$ cat src/rtl/assert_macros.svh
// Assertion macros shared by the keyed count pool RTL.
// No dependencies; define NO_ASSERTIONS to compile the checks out.
`ifndef ASSERT_MACROS_SVH
`define ASSERT_MACROS_SVH

`ifndef NO_ASSERTIONS

// Checked on every clock edge while reset is released.
`define KCP_ASSERT_RST(lbl, clk, rst_n, prop, msg) \
    lbl: assert property (@(posedge clk) disable iff (!rst_n) prop) else $error(msg);

// Checked on every clock edge, reset included.
`define KCP_ASSERT_ALWAYS(lbl, clk, prop, msg) \
    lbl: assert property (@(posedge clk) prop) else $error(msg);

`else

`define KCP_ASSERT_RST(lbl, clk, rst_n, prop, msg)
`define KCP_ASSERT_ALWAYS(lbl, clk, prop, msg)

`endif

`endif

$ cat src/rtl/kcp_pkg.sv
// Package for the keyed count pool: sizes, codes and the controller/datapath
// command and status types. No dependencies.
package kcp_pkg;

    localparam int ENTRIES  = 16;
    localparam int QTY_BITS = 16;

    localparam int KEY_W    = 32;
    localparam int AMT_W    = 16;
    localparam int STATUS_W = 2;
    localparam int OCC_W    = 5;
    localparam int IDX_W    = (ENTRIES > 1) ? $clog2(ENTRIES) : 1;
    localparam int CNT_W    = $clog2(ENTRIES + 1);

    typedef enum logic {
        OP_ADD  = 1'b0,
        OP_TAKE = 1'b1
    } t_kcp_op;

    typedef enum logic [STATUS_W-1:0] {
        ST_OK        = 2'd0,
        ST_CLOSED    = 2'd1,
        ST_FULL      = 2'd2,
        ST_NOT_FOUND = 2'd3
    } t_kcp_status;

    typedef enum logic [2:0] {
        S_IDLE,
        S_SCAN,
        S_FLUSH,
        S_WRITE,
        S_RESP
    } t_kcp_state;

    typedef struct packed {
        logic load;
        logic scan;
        logic write;
    } t_kcp_cmd;

    typedef struct packed {
        logic scan_last;
    } t_kcp_sts;

endpackage

$ cat src/rtl/kcp_ifs.sv
// Request and result channel interfaces of the keyed count pool.
// Depends on kcp_pkg for the field widths.
interface kcp_req_if import kcp_pkg::*; ();
    logic             valid;
    logic             ready;
    logic             opcode;
    logic [KEY_W-1:0] key;
    logic [AMT_W-1:0] amount;

    modport source (output valid, output opcode, output key, output amount, input ready);
    modport sink   (input valid, input opcode, input key, input amount, output ready);
endinterface

interface kcp_rsp_if import kcp_pkg::*; ();
    logic                valid;
    logic                ready;
    logic [AMT_W-1:0]    taken;
    logic [STATUS_W-1:0] status;
    logic [OCC_W-1:0]    occupancy;
    logic                is_empty;

    modport source (output valid, output taken, output status, output occupancy,
                    output is_empty, input ready);
    modport sink   (input valid, input taken, input status, input occupancy,
                    input is_empty, output ready);
endinterface

$ cat src/rtl/kcp_datapath.sv
// Datapath of the keyed count pool: entry memory, valid bits, scan compare,
// merge/take arithmetic and result registers. Depends on kcp_pkg and assert_macros.svh.
`include "assert_macros.svh"

module kcp_datapath import kcp_pkg::*; (
    input  logic                i_clk,
    input  logic                i_rst_n,
    input  logic                i_cfg_we,
    input  logic                i_cfg_wdata,
    input  t_kcp_cmd            i_cmd,
    output t_kcp_sts            o_sts,
    input  logic                i_opcode,
    input  logic [KEY_W-1:0]    i_key,
    input  logic [AMT_W-1:0]    i_amount,
    output logic [AMT_W-1:0]    o_taken,
    output logic [STATUS_W-1:0] o_status,
    output logic [OCC_W-1:0]    o_occupancy,
    output logic                o_is_empty
);

    localparam int WIDE_W = (QTY_BITS > AMT_W) ? QTY_BITS : AMT_W;
    localparam int WORD_W = KEY_W + QTY_BITS;
    localparam logic [QTY_BITS-1:0] QTY_MAX = '1;

    // Entry memory: key in the upper bits, quantity in the lower bits.
    logic [WORD_W-1:0]   r_mem [ENTRIES];
    logic [WORD_W-1:0]   r_rd_word;

    logic                r_adds_closed;
    logic                r_opcode;
    logic [KEY_W-1:0]    r_key;
    logic [QTY_BITS-1:0] r_amt;
    logic [IDX_W-1:0]    r_scan_idx;
    logic                r_rd_pend;
    logic                r_rd_vld;
    logic                r_hit;
    logic [IDX_W-1:0]    r_hit_idx;
    logic [QTY_BITS-1:0] r_hit_qty;
    logic                r_free;
    logic [IDX_W-1:0]    r_free_idx;
    logic [IDX_W-1:0]    r_rd_idx;
    logic [ENTRIES-1:0]  r_valid;
    logic [CNT_W-1:0]    r_count;
    logic [AMT_W-1:0]    r_taken;
    logic [STATUS_W-1:0] r_status;

    logic [WIDE_W-1:0]   amt_wide;
    logic [QTY_BITS-1:0] amt_sat;
    logic [KEY_W-1:0]    rd_key;
    logic [QTY_BITS-1:0] rd_qty;
    logic                rd_match;
    logic                rd_free;
    logic [QTY_BITS:0]   sum_wide;
    logic [QTY_BITS-1:0] sum_sat;
    logic [QTY_BITS-1:0] take_amt;
    logic [QTY_BITS-1:0] remain;

    logic                wr_en;
    logic [IDX_W-1:0]    wr_idx;
    logic [QTY_BITS-1:0] wr_qty;
    logic                set_valid;
    logic                clr_valid;
    logic [AMT_W-1:0]    n_taken;
    t_kcp_status         n_status;

    // Amounts above the quantity maximum are clipped when the request is captured.
    assign amt_wide = WIDE_W'(i_amount);
    assign amt_sat  = (amt_wide > WIDE_W'(QTY_MAX)) ? QTY_MAX : QTY_BITS'(amt_wide);

    assign rd_key   = r_rd_word[WORD_W-1:QTY_BITS];
    assign rd_qty   = r_rd_word[QTY_BITS-1:0];
    assign rd_match = r_rd_pend && r_rd_vld && (rd_key == r_key);
    assign rd_free  = r_rd_pend && !r_rd_vld;

    assign sum_wide = {1'b0, r_hit_qty} + {1'b0, r_amt};
    assign sum_sat  = sum_wide[QTY_BITS] ? QTY_MAX : sum_wide[QTY_BITS-1:0];
    assign take_amt = (r_hit_qty >= r_amt) ? r_amt : r_hit_qty;
    assign remain   = r_hit_qty - take_amt;

    assign o_sts.scan_last = (r_scan_idx == IDX_W'(ENTRIES - 1));

    always_comb begin
        wr_en     = 1'b0;
        wr_idx    = r_hit_idx;
        wr_qty    = sum_sat;
        set_valid = 1'b0;
        clr_valid = 1'b0;
        n_taken   = '0;
        n_status  = ST_OK;
        if (r_opcode == OP_ADD) begin
            priority if (r_adds_closed) begin
                n_status = ST_CLOSED;
            end else if (r_hit) begin
                wr_en = 1'b1;
            end else if (r_free) begin
                wr_en     = 1'b1;
                wr_idx    = r_free_idx;
                wr_qty    = r_amt;
                set_valid = 1'b1;
            end else begin
                n_status = ST_FULL;
            end
        end else begin
            if (r_hit) begin
                wr_en     = 1'b1;
                wr_qty    = remain;
                n_taken   = AMT_W'(take_amt);
                clr_valid = (remain == '0);
            end else begin
                n_status = ST_NOT_FOUND;
            end
        end
    end

    always_ff @(posedge i_clk) begin
        if (i_cmd.scan) begin
            r_rd_word <= r_mem[r_scan_idx];
        end
        if (i_cmd.write && wr_en) begin
            r_mem[wr_idx] <= {r_key, wr_qty};
        end
    end

    // Request capture and result payload registers.
    always_ff @(posedge i_clk) begin
        if (i_cmd.load) begin
            r_opcode <= i_opcode;
            r_key    <= i_key;
            r_amt    <= amt_sat;
        end
        if (i_cmd.scan) begin
            r_rd_idx <= r_scan_idx;
            r_rd_vld <= r_valid[r_scan_idx];
        end
        if (rd_match && !r_hit) begin
            r_hit_idx <= r_rd_idx;
            r_hit_qty <= rd_qty;
        end
        if (rd_free && !r_free) begin
            r_free_idx <= r_rd_idx;
        end
        if (i_cmd.write) begin
            r_taken  <= n_taken;
            r_status <= n_status;
        end
    end

    always_ff @(posedge i_clk) begin
        if (!i_rst_n) begin
            r_adds_closed <= 1'b0;
            r_scan_idx    <= '0;
            r_rd_pend     <= 1'b0;
            r_hit         <= 1'b0;
            r_free        <= 1'b0;
            r_valid       <= '0;
            r_count       <= '0;
        end else begin
            if (i_cfg_we) begin
                r_adds_closed <= i_cfg_wdata;
            end
            r_rd_pend <= i_cmd.scan;
            if (i_cmd.load) begin
                r_scan_idx <= '0;
                r_hit      <= 1'b0;
                r_free     <= 1'b0;
            end else begin
                if (i_cmd.scan) begin
                    r_scan_idx <= r_scan_idx + 1'b1;
                end
                if (rd_match) begin
                    r_hit <= 1'b1;
                end
                if (rd_free) begin
                    r_free <= 1'b1;
                end
            end
            if (i_cmd.write && set_valid) begin
                r_valid[wr_idx] <= 1'b1;
                r_count         <= r_count + 1'b1;
            end else if (i_cmd.write && clr_valid) begin
                r_valid[wr_idx] <= 1'b0;
                r_count         <= r_count - 1'b1;
            end
        end
    end

    assign o_taken     = r_taken;
    assign o_status    = r_status;
    assign o_occupancy = OCC_W'(r_count);
    assign o_is_empty  = (r_count == '0);

    `KCP_ASSERT_RST(a_count_matches_valid, i_clk, i_rst_n, r_count == CNT_W'($countones(r_valid)), "occupancy count disagrees with valid bits")
    `KCP_ASSERT_RST(a_count_bound, i_clk, i_rst_n, r_count <= CNT_W'(ENTRIES), "occupancy count exceeds table size")
    `KCP_ASSERT_RST(a_hit_is_valid, i_clk, i_rst_n, (i_cmd.write && r_hit) |-> r_valid[r_hit_idx], "matched entry is not valid at write back")
    `KCP_ASSERT_RST(a_free_is_free, i_clk, i_rst_n, (i_cmd.write && !r_hit && r_free) |-> !r_valid[r_free_idx], "claimed entry is already valid")

endmodule

$ cat src/rtl/kcp_ctrl.sv
// Controller of the keyed count pool: sequences capture, table scan, write back
// and result transfer. Depends on kcp_pkg and assert_macros.svh.
`include "assert_macros.svh"

module kcp_ctrl import kcp_pkg::*; (
    input  logic     i_clk,
    input  logic     i_rst_n,
    input  logic     i_req_valid,
    output logic     o_req_ready,
    output logic     o_rsp_valid,
    input  logic     i_rsp_ready,
    input  t_kcp_sts i_sts,
    output t_kcp_cmd o_cmd
);

    t_kcp_state r_state;
    t_kcp_state n_state;

    always_ff @(posedge i_clk) begin
        if (!i_rst_n) begin
            r_state <= S_IDLE;
        end else begin
            r_state <= n_state;
        end
    end

    always_comb begin
        n_state     = r_state;
        o_req_ready = 1'b0;
        o_rsp_valid = 1'b0;
        o_cmd       = '0;
        unique case (r_state)
            S_IDLE: begin
                o_req_ready = 1'b1;
                if (i_req_valid) begin
                    o_cmd.load = 1'b1;
                    n_state    = S_SCAN;
                end
            end
            S_SCAN: begin
                o_cmd.scan = 1'b1;
                if (i_sts.scan_last) begin
                    n_state = S_FLUSH;
                end
            end
            // The last entry read is compared during this cycle.
            S_FLUSH: begin
                n_state = S_WRITE;
            end
            S_WRITE: begin
                o_cmd.write = 1'b1;
                n_state     = S_RESP;
            end
            S_RESP: begin
                o_rsp_valid = 1'b1;
                if (i_rsp_ready) begin
                    n_state = S_IDLE;
                end
            end
            default: begin
                n_state = S_IDLE;
            end
        endcase
    end

    `KCP_ASSERT_ALWAYS(a_one_side_open, i_clk, !(o_req_ready && o_rsp_valid), "request and result channels open together")
    `KCP_ASSERT_RST(a_scan_continues, i_clk, i_rst_n, (r_state == S_SCAN && !i_sts.scan_last) |=> (r_state == S_SCAN), "scan left before the last entry")
    `KCP_ASSERT_RST(a_result_after_write, i_clk, i_rst_n, $rose(o_rsp_valid) |-> ($past(r_state) == S_WRITE), "result offered without a write back")

endmodule

$ cat src/rtl/keyed_count_pool_core.sv
// Keyed count pool top level: controller and datapath joined by command/status.
// Depends on kcp_pkg, kcp_ifs, kcp_ctrl and kcp_datapath.
// After a request transfer the controller scans every entry, one entry a cycle through the
// single read port of the entry memory, then passes the flush and write back states and
// offers the result. A new request is taken only after the last result has been taken.
// Reset (synchronous, active low) empties the table and clears the close register.
module keyed_count_pool_core import kcp_pkg::*; (
    input  logic             i_clk,
    input  logic             i_rst_n,
    input  logic             i_cfg_we,
    input  logic             i_cfg_wdata,
    kcp_req_if.sink          i_req,
    kcp_rsp_if.source        o_rsp
);

    t_kcp_cmd cmd;
    t_kcp_sts sts;

    kcp_ctrl u_ctrl (
        .i_clk       (i_clk),
        .i_rst_n     (i_rst_n),
        .i_req_valid (i_req.valid),
        .o_req_ready (i_req.ready),
        .o_rsp_valid (o_rsp.valid),
        .i_rsp_ready (o_rsp.ready),
        .i_sts       (sts),
        .o_cmd       (cmd)
    );

    kcp_datapath u_datapath (
        .i_clk       (i_clk),
        .i_rst_n     (i_rst_n),
        .i_cfg_we    (i_cfg_we),
        .i_cfg_wdata (i_cfg_wdata),
        .i_cmd       (cmd),
        .o_sts       (sts),
        .i_opcode    (i_req.opcode),
        .i_key       (i_req.key),
        .i_amount    (i_req.amount),
        .o_taken     (o_rsp.taken),
        .o_status    (o_rsp.status),
        .o_occupancy (o_rsp.occupancy),
        .o_is_empty  (o_rsp.is_empty)
    );

endmodule
$ cat src/flat_wrapper.sv
// flat-port wrapper written by rule: the top's interface ports become plain ports
module keyed_count_pool_core_flat import kcp_pkg::*;
  (i_clk, i_rst_n, i_cfg_we, i_cfg_wdata, i_req_valid, i_req_opcode, i_req_key, i_req_amount, i_req_ready, o_rsp_valid, o_rsp_taken, o_rsp_status, o_rsp_occupancy, o_rsp_is_empty, o_rsp_ready);
  kcp_req_if i_req_i ();
  kcp_rsp_if o_rsp_i ();
  input  logic i_clk;
  input  logic i_rst_n;
  input  logic i_cfg_we;
  input  logic i_cfg_wdata;
  input wire logic [$bits(i_req_i.valid)-1:0] i_req_valid;
  input wire logic [$bits(i_req_i.opcode)-1:0] i_req_opcode;
  input wire logic [$bits(i_req_i.key)-1:0] i_req_key;
  input wire logic [$bits(i_req_i.amount)-1:0] i_req_amount;
  output wire logic [$bits(i_req_i.ready)-1:0] i_req_ready;
  output wire logic [$bits(o_rsp_i.valid)-1:0] o_rsp_valid;
  output wire logic [$bits(o_rsp_i.taken)-1:0] o_rsp_taken;
  output wire logic [$bits(o_rsp_i.status)-1:0] o_rsp_status;
  output wire logic [$bits(o_rsp_i.occupancy)-1:0] o_rsp_occupancy;
  output wire logic [$bits(o_rsp_i.is_empty)-1:0] o_rsp_is_empty;
  input wire logic [$bits(o_rsp_i.ready)-1:0] o_rsp_ready;
  assign i_req_i.valid = i_req_valid;
  assign i_req_i.opcode = i_req_opcode;
  assign i_req_i.key = i_req_key;
  assign i_req_i.amount = i_req_amount;
  assign i_req_ready = i_req_i.ready;
  assign o_rsp_valid = o_rsp_i.valid;
  assign o_rsp_taken = o_rsp_i.taken;
  assign o_rsp_status = o_rsp_i.status;
  assign o_rsp_occupancy = o_rsp_i.occupancy;
  assign o_rsp_is_empty = o_rsp_i.is_empty;
  assign o_rsp_i.ready = o_rsp_ready;
  keyed_count_pool_core u_core (.i_clk(i_clk), .i_rst_n(i_rst_n), .i_cfg_we(i_cfg_we), .i_cfg_wdata(i_cfg_wdata), .i_req(i_req_i), .o_rsp(o_rsp_i));
endmodule
$ cat config.mk
export PLATFORM = sky130hd
export DESIGN_NAME = keyed_count_pool_core_flat
export DESIGN_NICKNAME = d
export VERILOG_FILES = /design/src/rtl/kcp_pkg.sv /design/src/rtl/kcp_ifs.sv /design/src/rtl/kcp_datapath.sv /design/src/rtl/kcp_ctrl.sv /design/src/rtl/keyed_count_pool_core.sv /design/src/flat_wrapper.sv
export VERILOG_INCLUDE_DIRS = /design/src /design/src/rtl
export SDC_FILE = /design/constraint.sdc
export NUM_CORES = 1
export LEC_CHECK = 0
export BUFFER_PORTS_ARGS = -buffer_cell sky130_fd_sc_hd__buf_2
export CAP_MARGIN = 20
export CORE_MARGIN = 2
export CORE_UTILIZATION = 44
export DETAILED_ROUTE_END_ITERATION = 8
export GPL_TIMING_DRIVEN = 0
export HOLD_SLACK_MARGIN = 0.02
export SETUP_SLACK_MARGIN = 0.05
export SLEW_MARGIN = 20
export SYNTH_ARGS = -nofsm -noshare
export SYNTH_HDL_FRONTEND = slang
export SYNTH_SLANG_ARGS = --single-unit
$ cat constraint.sdc
create_clock -name i_clk -period 5.4 [get_ports i_clk]
set_input_delay 1.62 -clock i_clk [delete_from_list [all_inputs] [get_ports i_clk]]
set_output_delay 1.62 -clock i_clk [all_outputs]
set_load 0.05 [all_outputs]
==> run summary <==
RSZ-0062 raised after global routing: true
DR vias/cell: 5.830
Pleak: 14.59 nW
Clk_lat worst skew: 0.66 ns
Final #Nets: 2,322
Final count of pins violating max slew: 0
Synth Cell Area: 0.03812 mm2
Sequential share of the synthesized area: 73.53%
Post-route setup slack: -0.2138 ns
Placed cell area: 0.04138 mm2
Switching portion of total power: 21.38%
Max cap viols: 0
Slew at the pin closest to its max-slew limit: 1.209 ns
I/O Pins: 81
Core area: 0.08555 mm2
Area of the die: 0.08900 mm2
TritonCTS clock tree: done
Share of layout cells above drive strength 1: 31.95%
Failing checks: negative setup slack
Worst hold path type: reg2reg
Area of the multi-input gates: 0.01025 mm2
Initial antenna violation count: 0
CP required: 5.86 ns
Total Routing Usage GR: 20.97%
# DRC: 0
Hold Slack: 0.4116 ns
First-pass iteration count of the detailed router: 5
Mapped Avg Cell Area: 20.00 um2
Commonest non-fill, non-tap cell in the layout: edfxtp_1
Starting Density: 44.56%
Sink Count: 944
Top FF cell, synth: edfxtp_1
Crit path launch type: register
Critical path class: reg2reg
Vias in the first global route: 20.65k
Final Power: 15.87 mW
Tmin final: 5.614 ns
Register area: 0.02803 mm2
Starting DRT DRC Count: 2,058
Row Count: 107
Critical path startpoint: u_core.u_datapath.r_hit_qty[13]$_DFFE_PP_
Global-route wire length before repair: 136,900 um
Htree depth: 3
Psw: 3.394 mW
Maximum vdd drop: 0.2534 mV
Part of the power in registers: 51.8%
Final setup violation count: 21
Worst Path Max Fanout: 10
WL final: 93,420 um
Endpoint class of the critical path: register
Post-synth EDFFs: 912
Largest net degree at the start of global routing: 37
#FFs+latches synth: 944
Maximum clock path buffer count: 3
Fin Clk Skew: 0.03989 ns
Final Hold Fails: 0
Die height: 298.3 um
Most frequent cells in the layout: 912 x edfxtp_1, 245 x mux4_2, 100 x clkbuf_16, 86 x buf_2, 82 x nor2_1
Fillers: 6,646
Status: finished, violations left
Reg-to-Reg Start: u_core.u_datapath.r_hit_qty[13]$_DFFE_PP_
Via Count: 20.04k
CTS buffer count: 97
CP arrival: 6.07 ns
Int Pwr: 12.48 mW
Post-synthesis cell count: 1,906
Fin crit share: 104.0%
Power per cell area: 346.6 mW/mm2
Placer Congestion: 0.8379
P&R area growth vs syn: 20.15%
Max_slew headroom: 18.74%
Antenna-violating nets left: 0
Fmax: 178.1 MHz
HP Start: u_core.u_datapath.r_rd_word[10]$_DFFE_PP_
Die Width: 298.3 um
Logic gate share of total power: 5.2%
Cell count after placement: 3,179
Routed len/inst: 27.17 um
Fin util: 53.53%
Clock Power Share: 42.9%
Distinct cells, synth: 80
Count of input and output buffers: 80
Clock transition at path regs: 0.06 ns
Total global routing overflow: 0
Non-filler cells, final: 3,438
Clk root buf: clkbuf_16
DP HPWL: 59,510 um
# diodes: 0
Syn nets: 2,012
Async SR Flop Fraction: 0%
Synth Warn #: 0
Final Cell Area: 0.04580 mm2
==> layer usage <==
metal / share of wire, % / track usage (%) / vias to the layer above
li1: - / - / 8543
met5: 0 / 0 / -
met4: 2.4 / 5.492 / 0
met3: 6.6 / 3.303 / 134
met2: 49 / 34.86 / 714
met1: 42 / 29.08 / 10650
==> logic make-up (layout without fill, tap and decap cells) <==
family	after synthesis	in the layout	synth area share, %
flip-flops	944	944	73.53
AND/OR/NAND/NOR	266	266	3.529
multiplexers	248	248	14.56
AO/OA/AOI/OAI	218	219	4.057
buffers and inverters	118	505	1.188
XOR/XNOR	60	60	1.379
adder cells (fa/ha/maj)	52	52	1.759
==> worst max-delay path, stage by stage (launching register included) <==
cell,delay [ns]
edfxtp_1,0.42
ha_1,0.32
buf_6,0.11
nand4_1,0.18
buf_4,0.19
or2_4,0.26
o2bb2ai_2,0.16
nor3_2,0.08
clkbuf_8,0.19
clkbuf_8,0.18
a21oi_4,0.18
ha_4,0.23
o21a_1,0.17
o31a_1,0.11
o21a_1,0.21
or2_4,0.24
o21a_1,0.19
a311o_1,0.34
or4b_4,0.55
a2111oi_4,0.25
o311ai_4,0.23
nor3_4,0.23
buf_6,0.15
buf_6,0.12
a41oi_1,0.13
==> state kept, by name, indices dropped and copies added (netlist names) <==
name                             count
u_core.u_datapath.r_hit              1
u_core.u_datapath.r_hit_qty         16
u_core.u_datapath.r_adds_closed      1
u_core.u_datapath.r_free_idx         4
u_core.u_datapath.r_rd_word         48
u_core.u_datapath.r_valid           16
u_core.u_datapath.o_status           2
u_core.u_datapath.r_rd_pend          1
u_core.u_datapath.r_rd_idx           4
u_core.u_datapath.r_rd_vld           1
u_core.u_datapath.o_taken           16
u_core.u_datapath.o_occupancy        5
u_core.u_datapath.r_free             1
u_core.u_datapath.r_scan_idx         4
u_core.u_datapath.r_mem            768
u_core.u_datapath.r_amt             16
u_core.u_datapath.r_key             32
u_core.u_ctrl.r_state                3
u_core.u_datapath.r_hit_idx          4
u_core.u_datapath.r_opcode           1
==> what timing repair did <==
action                                  4_1_cts  5_1_grt
hold buffers                                  0        0
gates cloned                                  1        2
endpoints found under the setup margin      149      117
gates resized for setup                      57       50
pin swaps                                    24       26
buffers inserted                             63       18
==> final timing paths <==
path	cells past startpoint	endpoint	slack [ns]
min reg2reg	0	u_core.u_datapath.r_hit_qty[10]$_DFFE_PP_	0.41
min	0	u_core.u_datapath.r_hit_qty[10]$_DFFE_PP_	0.41
max	24	u_core.u_datapath.r_valid[15]$_SDFFE_PN0P_	-0.21
max reg2reg	24	u_core.u_datapath.r_valid[15]$_SDFFE_PN0P_	-0.21
==> cell usage after synthesis, types with 7 or more instances <==
cell type | n | area share (%)
nand3_1 | 16 | 0.21
a221o_1 | 11 | 0.29
nor4_1 | 10 | 0.16
nand4_1 | 7 | 0.11
a21o_1 | 9 | 0.18
and3_1 | 11 | 0.18
inv_1 | 35 | 0.34
dfxtp_1 | 32 | 1.7
mux4_2 | 245 | 14
a21oi_1 | 52 | 0.68
a41oi_1 | 18 | 0.41
a31oi_1 | 8 | 0.13
buf_1 | 15 | 0.15
clkbuf_1 | 65 | 0.64
nor3_1 | 9 | 0.12
nand2_1 | 51 | 0.50
xnor2_1 | 24 | 0.55
nor2_1 | 99 | 0.97
nand2b_1 | 13 | 0.21
nor2b_1 | 12 | 0.20
ha_1 | 48 | 1.6
o21a_1 | 10 | 0.20
edfxtp_1 | 912 | 72
xor2_1 | 36 | 0.83
o21ai_0 | 43 | 0.56
==> layout make-up <==
type	instances	share of cell area, %
inverters	35	0.2951
repair buffers	210	4.994
clock buffers	113	5.524
multi-input cells	845	22.38
flip-flops and latches	944	61.20
plain buffers	83	0.9207
well taps	1144	3.125
clock inverters	64	1.568
==> power groups by stage <==
stage / clock (mW) / combinational, mW / sequential [mW]
3_5_place_dp: 0 / 0.726 / 8.38
3_3_place_gp: 0 / 0.704 / 8.38
5_1_grt: 7.22 / 0.890 / 8.23
2_1_floorplan: 0 / 0.486 / 8.34
4_1_cts: 6.94 / 0.792 / 8.23
6_report: 6.82 / 0.829 / 8.23
==> stage by stage <==
step	TNS [ns]	setup slack, ns
2_1_floorplan	0	0.05444
3_3_place_gp	-1573.82	-2.355
3_5_place_dp	-97.06	-1.442
4_1_cts	-4.917	-0.2714
5_1_grt	-6.867	-0.3837
6_report	-3.432	-0.2138
(Power assumes the default switching activity.)
